`src/hdl/assert_macros.svh`:
```
// ---------------------------------------------------------------------------
// assert_macros.svh
// Concurrent assertion helpers, included by hazard_peak_hold_alarm_combiner.
// ---------------------------------------------------------------------------
`ifndef ASSERT_MACROS_SVH
`define ASSERT_MACROS_SVH

`ifndef ASSERT_OFF

// property must hold at every clock edge outside reset
`define ASSERT_PROP(lbl, clk, rst, prop) \
  lbl: assert property (@(posedge clk) disable iff (rst) (prop)) \
    else $error("assertion failed");

// expression must never be true outside reset
`define ASSERT_NEVER(lbl, clk, rst, expr) \
  lbl: assert property (@(posedge clk) disable iff (rst) !(expr)) \
    else $error("forbidden condition seen");

`else

`define ASSERT_PROP(lbl, clk, rst, prop)
`define ASSERT_NEVER(lbl, clk, rst, expr)

`endif

`endif

```
`src/hdl/hpha_pkg.sv`:
```
// ---------------------------------------------------------------------------
// hpha_pkg
// Shared types, codes and constant-divide helpers for the hazard combiner.
// ---------------------------------------------------------------------------
package hpha_pkg;

  localparam int RISK_BITS_DEF = 16;
  localparam int TIME_BITS_DEF = 32;

  localparam int NUM_HAZ = 5;

  localparam int IN_TDATA_W  = 112;
  localparam int IN_TUSER_W  = 5;
  localparam int OUT_TDATA_W = 184;
  localparam int OUT_TUSER_W = 3;

  localparam logic [15:0] INTERVAL_RST = 16'd60;
  localparam int          EXPIRY_ADD   = 600;

  // hazard numbering
  localparam logic [2:0] HAZ_EARTHQUAKE = 3'd0;
  localparam logic [2:0] HAZ_TSUNAMI    = 3'd4;

  typedef enum logic [1:0] {
    FUNC_UPDATE = 2'd0,
    FUNC_DECAY  = 2'd1,
    FUNC_ASSESS = 2'd2
  } func_t;

  typedef struct packed {
    func_t              func;
    logic [2:0]         hazard_sel;
    logic [15:0]        risk_sample;
    logic signed [27:0] lat_in;
    logic signed [28:0] lon_in;
    logic [31:0]        now_seconds;
  } item_t;

  typedef struct packed {
    logic [2:0]         hazard_out;
    logic [15:0]        probability;
    logic [1:0]         risk_class;
    logic [19:0]        magnitude;
    logic [22:0]        radius;
    logic signed [27:0] lat_out;
    logic signed [28:0] lon_out;
    logic [31:0]        detect_time;
    logic [31:0]        expiry_time;
  } result_t;

  // reciprocals for floor division, 32 fraction bits
  localparam logic [63:0] RECIP5  = (64'd1 << 32) / 5;
  localparam logic [63:0] RECIP10 = (64'd1 << 32) / 10;

  // floor(x / 5): reciprocal estimate is at most one low, one correction step
  function automatic logic [31:0] div5_u32(input logic [31:0] x);
    logic [63:0] prod;
    logic [31:0] q;
    logic [31:0] r;
    prod = 64'(x) * RECIP5;
    q    = prod[63:32];
    r    = x - (q * 32'd5);
    if (r >= 32'd5) begin
      q = q + 32'd1;
    end
    return q;
  endfunction

  // floor(x / 10), same scheme
  function automatic logic [31:0] div10_u32(input logic [31:0] x);
    logic [63:0] prod;
    logic [31:0] q;
    logic [31:0] r;
    prod = 64'(x) * RECIP10;
    q    = prod[63:32];
    r    = x - (q * 32'd10);
    if (r >= 32'd10) begin
      q = q + 32'd1;
    end
    return q;
  endfunction

endpackage

```
`src/hdl/hpha_level_bank.sv`:
```
// ---------------------------------------------------------------------------
// hpha_level_bank
// Five peak-hold risk levels with update and decay.
// ---------------------------------------------------------------------------
module hpha_level_bank #(
  parameter int RISK_BITS = hpha_pkg::RISK_BITS_DEF
) (
  input  logic                                          clk,
  input  logic                                          rst,
  input  logic                                          en,
  input  hpha_pkg::item_t                               item,
  output logic [hpha_pkg::NUM_HAZ-1:0][RISK_BITS-1:0]   levels
);

  logic [hpha_pkg::NUM_HAZ-1:0][RISK_BITS-1:0] levels_next;
  logic [RISK_BITS-1:0]                        sample;
  logic [31:0]                                 scaled [hpha_pkg::NUM_HAZ];
  logic [31:0]                                 quot   [hpha_pkg::NUM_HAZ];

  assign sample = RISK_BITS'(item.risk_sample);

  always_comb begin
    levels_next = levels;
    for (int i = 0; i < hpha_pkg::NUM_HAZ; i++) begin
      // earthquake and tsunami keep 4/5, others 7/10
      if (3'(i) == hpha_pkg::HAZ_EARTHQUAKE || 3'(i) == hpha_pkg::HAZ_TSUNAMI) begin
        scaled[i] = 32'(levels[i]) << 2;
        quot[i]   = hpha_pkg::div5_u32(scaled[i]);
      end else begin
        scaled[i] = 32'(levels[i]) * 32'd7;
        quot[i]   = hpha_pkg::div10_u32(scaled[i]);
      end
    end
    case (item.func)
      hpha_pkg::FUNC_UPDATE: begin
        for (int i = 0; i < hpha_pkg::NUM_HAZ; i++) begin
          if (item.hazard_sel == 3'(i) && sample > levels[i]) begin
            levels_next[i] = sample;
          end
        end
      end
      hpha_pkg::FUNC_DECAY: begin
        for (int i = 0; i < hpha_pkg::NUM_HAZ; i++) begin
          // below 0.05 clears
          if ((quot[i] * 32'd20) < (32'd1 << RISK_BITS)) begin
            levels_next[i] = '0;
          end else begin
            levels_next[i] = RISK_BITS'(quot[i]);
          end
        end
      end
      default: begin
        levels_next = levels;
      end
    endcase
  end

  always_ff @(posedge clk) begin
    if (rst) begin
      levels <= '0;
    end else if (en) begin
      levels <= levels_next;
    end
  end

endmodule

```
`src/hdl/hpha_assess.sv`:
```
// ---------------------------------------------------------------------------
// hpha_assess
// Rate limiter, winner search and result formatting for assess transfers.
// ---------------------------------------------------------------------------
module hpha_assess #(
  parameter int RISK_BITS = hpha_pkg::RISK_BITS_DEF,
  parameter int TIME_BITS = hpha_pkg::TIME_BITS_DEF
) (
  input  logic                                          clk,
  input  logic                                          rst,
  input  logic                                          en,
  input  logic                                          cfg_wr_en,
  input  logic [15:0]                                   cfg_wr_data,
  input  hpha_pkg::item_t                               item,
  input  logic [hpha_pkg::NUM_HAZ-1:0][RISK_BITS-1:0]   levels,
  output logic                                          res_vld,
  output hpha_pkg::result_t                             res
);

  localparam int W10   = RISK_BITS + 4;
  localparam int W100  = RISK_BITS + 7;
  localparam int CMP_W = (TIME_BITS > 16) ? TIME_BITS : 16;

  localparam logic [W10-1:0]  THR3    = W10'(3) << RISK_BITS;
  localparam logic [W10-1:0]  THR4    = W10'(4) << RISK_BITS;
  localparam logic [W10-1:0]  THR6    = W10'(6) << RISK_BITS;
  localparam logic [W10-1:0]  THR8    = W10'(8) << RISK_BITS;
  localparam logic [W100-1:0] RAD_MIN = W100'(5) << RISK_BITS;

  logic [15:0]          assess_interval;
  logic [TIME_BITS-1:0] last_time;

  logic [TIME_BITS-1:0] now_t;
  logic [TIME_BITS-1:0] diff;
  logic                 take;
  logic [W10-1:0]       lvl10 [hpha_pkg::NUM_HAZ];
  logic                 found;
  logic [2:0]           best_idx;
  logic [RISK_BITS-1:0] best_lvl;
  logic [W10-1:0]       best10;
  logic [W100-1:0]      best100;
  logic [W100-1:0]      rad;
  logic [1:0]           cls;

  assign now_t = TIME_BITS'(item.now_seconds);
  assign diff  = now_t - last_time;
  assign take  = (item.func == hpha_pkg::FUNC_ASSESS) && !(now_t < last_time) &&
                 !(CMP_W'(diff) < CMP_W'(assess_interval));

  always_comb begin
    found    = 1'b0;
    best_idx = '0;
    best_lvl = '0;
    for (int i = 0; i < hpha_pkg::NUM_HAZ; i++) begin
      lvl10[i] = (W10'(levels[i]) << 3) + (W10'(levels[i]) << 1);
      // strict > keeps the earlier hazard on ties
      if (lvl10[i] > THR3 && (!found || levels[i] > best_lvl)) begin
        found    = 1'b1;
        best_idx = 3'(i);
        best_lvl = levels[i];
      end
    end
  end

  assign best10  = (W10'(best_lvl) << 3) + (W10'(best_lvl) << 1);
  assign best100 = W100'(best_lvl) * W100'(100);
  assign rad     = (best100 < RAD_MIN) ? RAD_MIN : best100;

  always_comb begin
    if (best10 > THR8) begin
      cls = 2'd3;
    end else if (best10 > THR6) begin
      cls = 2'd2;
    end else if (best10 > THR4) begin
      cls = 2'd1;
    end else begin
      cls = 2'd0;
    end
  end

  assign res_vld = take && found;

  always_comb begin
    res.hazard_out  = best_idx;
    res.probability = 16'(best_lvl);
    res.risk_class  = cls;
    res.magnitude   = 20'(best10);
    res.radius      = 23'(rad);
    res.lat_out     = item.lat_in;
    res.lon_out     = item.lon_in;
    res.detect_time = 32'(now_t);
    res.expiry_time = 32'(now_t + TIME_BITS'(hpha_pkg::EXPIRY_ADD));
  end

  always_ff @(posedge clk) begin
    if (rst) begin
      assess_interval <= hpha_pkg::INTERVAL_RST;
      last_time       <= '0;
    end else begin
      if (cfg_wr_en) begin
        assess_interval <= cfg_wr_data;
      end
      if (en && take) begin
        last_time <= now_t;
      end
    end
  end

endmodule

```
`src/hdl/hazard_peak_hold_alarm_combiner.sv`:
```
// ---------------------------------------------------------------------------
// hazard_peak_hold_alarm_combiner
// Peak-hold hazard levels with decay and rate-limited alarm assessment.
// ---------------------------------------------------------------------------
//
//   channel   dir   handshake                      payload
//   s_axis    in    s_axis_tvalid/s_axis_tready    tuser: func, hazard_sel
//                                                  tdata: sample, lat, lon, time
//   m_axis    out   m_axis_tvalid/m_axis_tready    tuser: hazard_out
//                                                  tdata: probability .. expiry
//   cfg       in    cfg_wr_en                      cfg_wr_data: assess_interval
//
// One transfer per cycle while no result waits on a stalled m_axis. A transfer
// lands in the input register, is processed there (level bank and assessor)
// and, for an assess that finds a winner, lands in the result register.
// The input register takes the next transfer while a result waits, so one
// stalled result holds at most one further transfer on the input side.
// rst (synchronous) clears all levels, the last assess time, both valid
// flags, and loads assess_interval with 60.
//
module hazard_peak_hold_alarm_combiner #(
  parameter int RISK_BITS = hpha_pkg::RISK_BITS_DEF,
  parameter int TIME_BITS = hpha_pkg::TIME_BITS_DEF
) (
  input  logic                                clk,
  input  logic                                rst,
  // slave stream
  input  logic                                s_axis_tvalid,
  output logic                                s_axis_tready,
  // [15:0] risk_sample, [43:16] lat_in, [72:44] lon_in, [104:73] now_seconds
  input  logic [hpha_pkg::IN_TDATA_W-1:0]     s_axis_tdata,
  // [1:0] func, [4:2] hazard_sel
  input  logic [hpha_pkg::IN_TUSER_W-1:0]     s_axis_tuser,
  // master stream
  output logic                                m_axis_tvalid,
  input  logic                                m_axis_tready,
  // [15:0] probability, [17:16] risk_class, [37:18] magnitude,
  // [60:38] radius, [88:61] lat_out, [117:89] lon_out,
  // [149:118] detect_time, [181:150] expiry_time
  output logic [hpha_pkg::OUT_TDATA_W-1:0]    m_axis_tdata,
  // [2:0] hazard_out
  output logic [hpha_pkg::OUT_TUSER_W-1:0]    m_axis_tuser,
  // configuration
  input  logic                                cfg_wr_en,
  input  logic [15:0]                         cfg_wr_data
);

  // input register
  logic                in_vld;
  hpha_pkg::item_t     in_item;
  hpha_pkg::item_t     in_item_next;

  // result register
  logic                out_vld;
  hpha_pkg::result_t   out_res;

  logic                out_free;
  logic                fire;
  logic                res_vld;
  hpha_pkg::result_t   res;

  logic [hpha_pkg::NUM_HAZ-1:0][RISK_BITS-1:0] levels;

  // unpack stream fields
  always_comb begin
    in_item_next.func        = hpha_pkg::func_t'(s_axis_tuser[1:0]);
    in_item_next.hazard_sel  = s_axis_tuser[4:2];
    in_item_next.risk_sample = s_axis_tdata[15:0];
    in_item_next.lat_in      = s_axis_tdata[43:16];
    in_item_next.lon_in      = s_axis_tdata[72:44];
    in_item_next.now_seconds = s_axis_tdata[104:73];
  end

  // the held transfer executes when the result slot is free or draining
  assign out_free      = !out_vld || m_axis_tready;
  assign fire          = in_vld && out_free;
  assign s_axis_tready = !in_vld || fire;

  always_ff @(posedge clk) begin
    if (rst) begin
      in_vld <= 1'b0;
    end else if (s_axis_tready) begin
      in_vld <= s_axis_tvalid;
    end
  end

  always_ff @(posedge clk) begin
    if (s_axis_tvalid && s_axis_tready) begin
      in_item <= in_item_next;
    end
  end

  hpha_level_bank #(
    .RISK_BITS (RISK_BITS)
  ) u_level_bank (
    .clk    (clk),
    .rst    (rst),
    .en     (fire),
    .item   (in_item),
    .levels (levels)
  );

  hpha_assess #(
    .RISK_BITS (RISK_BITS),
    .TIME_BITS (TIME_BITS)
  ) u_assess (
    .clk         (clk),
    .rst         (rst),
    .en          (fire),
    .cfg_wr_en   (cfg_wr_en),
    .cfg_wr_data (cfg_wr_data),
    .item        (in_item),
    .levels      (levels),
    .res_vld     (res_vld),
    .res         (res)
  );

  // result register: refilled only when empty or being taken
  always_ff @(posedge clk) begin
    if (rst) begin
      out_vld <= 1'b0;
    end else if (out_free) begin
      out_vld <= fire && res_vld;
    end
  end

  always_ff @(posedge clk) begin
    if (fire && res_vld) begin
      out_res <= res;
    end
  end

  assign m_axis_tvalid = out_vld;
  assign m_axis_tuser  = out_res.hazard_out;
  assign m_axis_tdata  = {2'b00,
                          out_res.expiry_time,
                          out_res.detect_time,
                          out_res.lon_out,
                          out_res.lat_out,
                          out_res.radius,
                          out_res.magnitude,
                          out_res.risk_class,
                          out_res.probability};

  `include "assert_macros.svh"

  // a waiting transfer is never overwritten
  `ASSERT_PROP(a_in_hold, clk, rst, (in_vld && !fire) |=> (in_vld && $stable(in_item)))
  // input side closed exactly while the held transfer is blocked
  `ASSERT_NEVER(a_ready_blocked, clk, rst, in_vld && !fire && s_axis_tready)
  // results come only from assess transfers
  `ASSERT_PROP(a_res_assess, clk, rst,
               (fire && res_vld) |-> (in_item.func == hpha_pkg::FUNC_ASSESS))
  // an emitted result shows up in the result register next cycle
  `ASSERT_PROP(a_res_loaded, clk, rst, (fire && res_vld) |=> out_vld)

endmodule

```
`config.mk`:
```
export PLATFORM = sky130hd
export DESIGN_NAME = hazard_peak_hold_alarm_combiner
export DESIGN_NICKNAME = d
export VERILOG_FILES = /design/src/hdl/hpha_pkg.sv /design/src/hdl/hpha_level_bank.sv /design/src/hdl/hpha_assess.sv /design/src/hdl/hazard_peak_hold_alarm_combiner.sv
export VERILOG_INCLUDE_DIRS = /design/src /design/src/hdl
export SDC_FILE = /design/constraint.sdc
export NUM_CORES = 2
export LEC_CHECK = 0
export ABC_AREA = 1
export BUFFER_PORTS_ARGS = -buffer_cell sky130_fd_sc_hd__buf_2
export CAP_MARGIN = 20
export CORE_MARGIN = 2
export CORE_UTILIZATION = 35
export DETAILED_ROUTE_END_ITERATION = 7
export GPL_TIMING_DRIVEN = 0
export PLACE_DENSITY = 0.5
export REMOVE_ABC_BUFFERS = 1
export SKIP_LAST_GASP = 1
export SLEW_MARGIN = 0
export SYNTH_ARGS = -nofsm -noshare
export SYNTH_HDL_FRONTEND = slang
export SYNTH_SLANG_ARGS = --single-unit
```
`constraint.sdc`:
```
create_clock -name clk -period 16.86 [get_ports clk]
set_input_delay 2.529 -clock clk [delete_from_list [all_inputs] [get_ports clk]]
set_output_delay 2.529 -clock clk [all_outputs]
set_load 0.02 [all_outputs]
```
==> results by group <==
STA
  • Final count of hold timing violations: 0
  • Period Utilization, post-route: 94.34%
  • Largest clock skew in the final design: 58.27 ps
  • Number of pins with negative max-slew slack in the final report: 0
  • Maximum operating frequency: between 60 and 70 MHz
  • Post-route setup TNS: 0 ps
  • Setup repair after global routing missed its margin: true
  • Transition time of the tightest slew-check pin: 1218 ps
  • Final setup fails: 0
  • Final critical delay including setup and external delays: between 15,000 and 20,000 ps
  • Max-Slew Margin vs Limit: 18.51%
  • Final-layout worst hold slack: 407.5 ps

Clock network
  • Maximum root-to-sink buffer count: 3
  • Hold-fix buffers at CTS: 0
  • Clk sink count: 417
  • Clk pin slew, worst setup/hold paths: 60 ps
  • TritonCTS clock tree: built
  • Count of H-tree levels built during CTS: 2
  • Skew-Pair Late Insertion Delay: 660 ps
  • Total clock buffers created by CTS: 48
  • Root buffer selected by CTS: sky130_fd_sc_hd__clkbuf_16

Synthesis
  • Library cells used by synthesis: 83
  • Warnings, synthesis: 0
  • Total standard cell area after synthesis: 73,150 um^2
  • Register bit count reported by yosys: 417
  • Post-synth EDFFs: between 200 and 300
  • Synthesized area divided by synthesized cell count: 7.614 um^2
  • Gate count after technology mapping: between 9k and 10k
  • Fraction of post-synthesis cell area in the top cell type by area: a little under a quarter
  • Post-synth top flop: sky130_fd_sc_hd__edfxtp_1
  • Post-synthesis cell type with the largest combined area: sky130_fd_sc_hd__ha_1
  • Portion of the post-synthesis area used by sequential elements: between 10% and 20%
  • Dominant cells by area after synthesis: sky130_fd_sc_hd__ha_1 (23%), sky130_fd_sc_hd__fa_1 (14%), sky130_fd_sc_hd__edfxtp_1 (12%), sky130_fd_sc_hd__inv_1 (9.2%), sky130_fd_sc_hd__nand2_1 (8.9%)
  • Synth async-reset ratio: 0%

Floorplan
  • Starting utilization of the core area: 35.25%
  • Die extent in x: 461.2 um
  • CORE AREA: 207,500 um^2
  • Die H: around 460 um
  • Die area: 212,700 um^2
  • Total number of placement rows: 167
  • I/O pin cnt: 327

Cells and area
  • Post-Route Utilization: between 30% and 40%
  • Number of filler cells placed in the layout: 21.78k
  • Layout cell share with drive strength beyond 1: a little under a tenth
  • Synthesis-to-finish area growth: 10.69%
  • Net total in the final layout: 11.97k
  • Final standard cell count with taps included and fillers excluded: around 13k
  • Leading cell type in the layout, fill and taps excluded: sky130_fd_sc_hd__inv_1
  • Highest-count cells in the layout ignoring fill and taps: sky130_fd_sc_hd__inv_1 (1,777), sky130_fd_sc_hd__nand2_1 (1,726), sky130_fd_sc_hd__ha_1 (1,339)

GRT
  • First-pass GRT wire length: 361.0 mm
  • Initial antenna violation count: 4
  • Largest net degree at the start of global routing: 120
  • Via count of the first global-routing pass: roughly 64k
  • Total routing resource utilization after global routing: 21.51%
  • Total congestion overflow after global routing: 0

Critical path
  • Type of the worst setup path: flip-flop to flip-flop
  • Slowest stage delay, CP: 610 ps
  • Data arrival time at the worst-slack endpoint: about 16,000 ps
  • Required @ worst endpoint: 17,390 ps
  • Element type at the critical path start: flip-flop
  • Crit-path max FO: 16
  • Most prevalent standard cell on the critical path: sky130_fd_sc_hd__nand2_1
  • Element type at the critical path end: flip-flop
  • Standard cell with the maximum stage delay on the critical path: sky130_fd_sc_hd__fa_2

Place
  • Number of input and output port buffers inserted: 314
  • Half-perimeter wire length of the detailed placement result: 200.5 mm
  • Final estimated routing congestion in global placement: roughly 0.9
  • Inst Count DP: 12.66k

Detailed routing
  • Drt via density: just over 5
  • First-pass detailed-route iteration total: 6
  • Remaining routing DRC violations: 0
  • Number of antenna-violating nets in the routed design: 0
  • Average detailed-routed wire length per instance: approximately 18 um
  • Iteration-0 DRC count of the detailed router: 4,153
  • Total number of vias: 64.53k
  • Final routed wirelength across all metal layers: 234.1 mm

Hold path
  • Type of the worst min-delay path: flip-flop to flip-flop

Outcome
  • Outcome: completed

Run
  • Max-cap violations: 0
worst max-delay path: cells and delay by family, from the launching register on:
kind,cells,cell delay [ps]
DFF,1,470
adders and majority gates,14,6050
AOI/OAI and AO/OA,26,3840
and+or+nand+nor,29,3220
buffers and inverters,12,1210
xor gates and xnor gates,5,980
registers in the layout, summed over array words and instances, names as in the netlist:
register / flops
in_vld: 1
u_assess.last_time: 32
u_level_bank.levels: 80
u_assess.assess_interval: 16
m_axis_tvalid: 1
in_item: 110
m_axis_tuser: 3
m_axis_tdata: 174
kinds of logic (layout without fill, tap and decap cells):
group,count (synthesis),in the layout,share of synthesized area (%)
buf+inv,1896,2298,9.938
flops,417,417,15.34
xor+xnor,367,367,4.708
simple gates,3519,3520,20.79
compound gates,1550,1550,12.20
other cells,1,8,0.005127
fa+ha+maj,1857,1857,37.02
final timing paths:
| kind | cells after the start | slack, ps | start | end |
|---|---|---|---|---|
| max | 86 | 950 | u_level_bank.levels[35] | u_level_bank.levels[34] |
| min | 0 | 410 | in_item[65] | m_axis_tdata[65] |
| max reg2reg | 86 | 950 | u_level_bank.levels[35] | u_level_bank.levels[34] |
| min reg2reg | 0 | 410 | in_item[65] | m_axis_tdata[65] |
synth_stat cells, types with 40 or more instances:
library cell and n:
sky130_fd_sc_hd__fa_1 512, sky130_fd_sc_hd__a31oi_1 43, sky130_fd_sc_hd__nand3_1 380, sky130_fd_sc_hd__a21oi_2 63
sky130_fd_sc_hd__nor2_1 854, sky130_fd_sc_hd__ha_1 1345, sky130_fd_sc_hd__dfxtp_1 130, sky130_fd_sc_hd__nand4_1 136
sky130_fd_sc_hd__inv_1 1788, sky130_fd_sc_hd__clkbuf_1 40, sky130_fd_sc_hd__o21ai_1 44, sky130_fd_sc_hd__nor3_1 132
sky130_fd_sc_hd__nand2_2 68, sky130_fd_sc_hd__o21bai_1 76, sky130_fd_sc_hd__o21a_1 44, sky130_fd_sc_hd__a21oi_1 668
sky130_fd_sc_hd__nand2_1 1738, sky130_fd_sc_hd__xor2_1 252, sky130_fd_sc_hd__edfxtp_1 287, sky130_fd_sc_hd__xnor2_1 89
sky130_fd_sc_hd__o21ai_0 425
routing by layer:
metal	GRT usage, %	routed length (um)	vias to the layer above	share of wire, %
met4	5.019	5979	0	2.6
met3	1.883	9785	232	4.2
met1	29.34	108600	30650	46
li1	-	-	32250	-
met2	36.62	109700	1404	47
met5	0	0	-	0
final cells by class:
| cell class | count | area [um^2] | area share [%] |
|---|---|---|---|
| multi-input combinational | 7299 | 55520 | 68.57 |
| sequential | 417 | 11290 | 13.94 |
| inverter | 1821 | 6868 | 8.482 |
| tap | 2788 | 3488 | 4.308 |
| timing repair buffer | 388 | 2205 | 2.723 |
| clock buffer | 68 | 1318 | 1.627 |
| clock inverter | 21 | 276.5 | 0.3415 |
| antenna | 3 | 7.507 | 0.009272 |
metrics by stage:
| step | area, um^2 | worst slack, ps |
|---|---|---|
| finish | 80970 | 954.1 |
| floorplan | 72730 | 2371 |
| global placement | 77790 | -1592 |
| global route | 80970 | -76.62 |
| CTS | 79820 | 11.36 |
| detailed placement | 78020 | -1680 |
repair_timing:
action / in CTS / in global routing
gates cloned: 0 / 1
gates resized for setup: 50 / 165
setup endpoints to repair: 66 / 68
buffers inserted: 2 / 49
pin swaps: 3 / 44
Power is not shown: default switching activity piles up to over one toggle a cycle in this logic, so the estimate is an artifact.
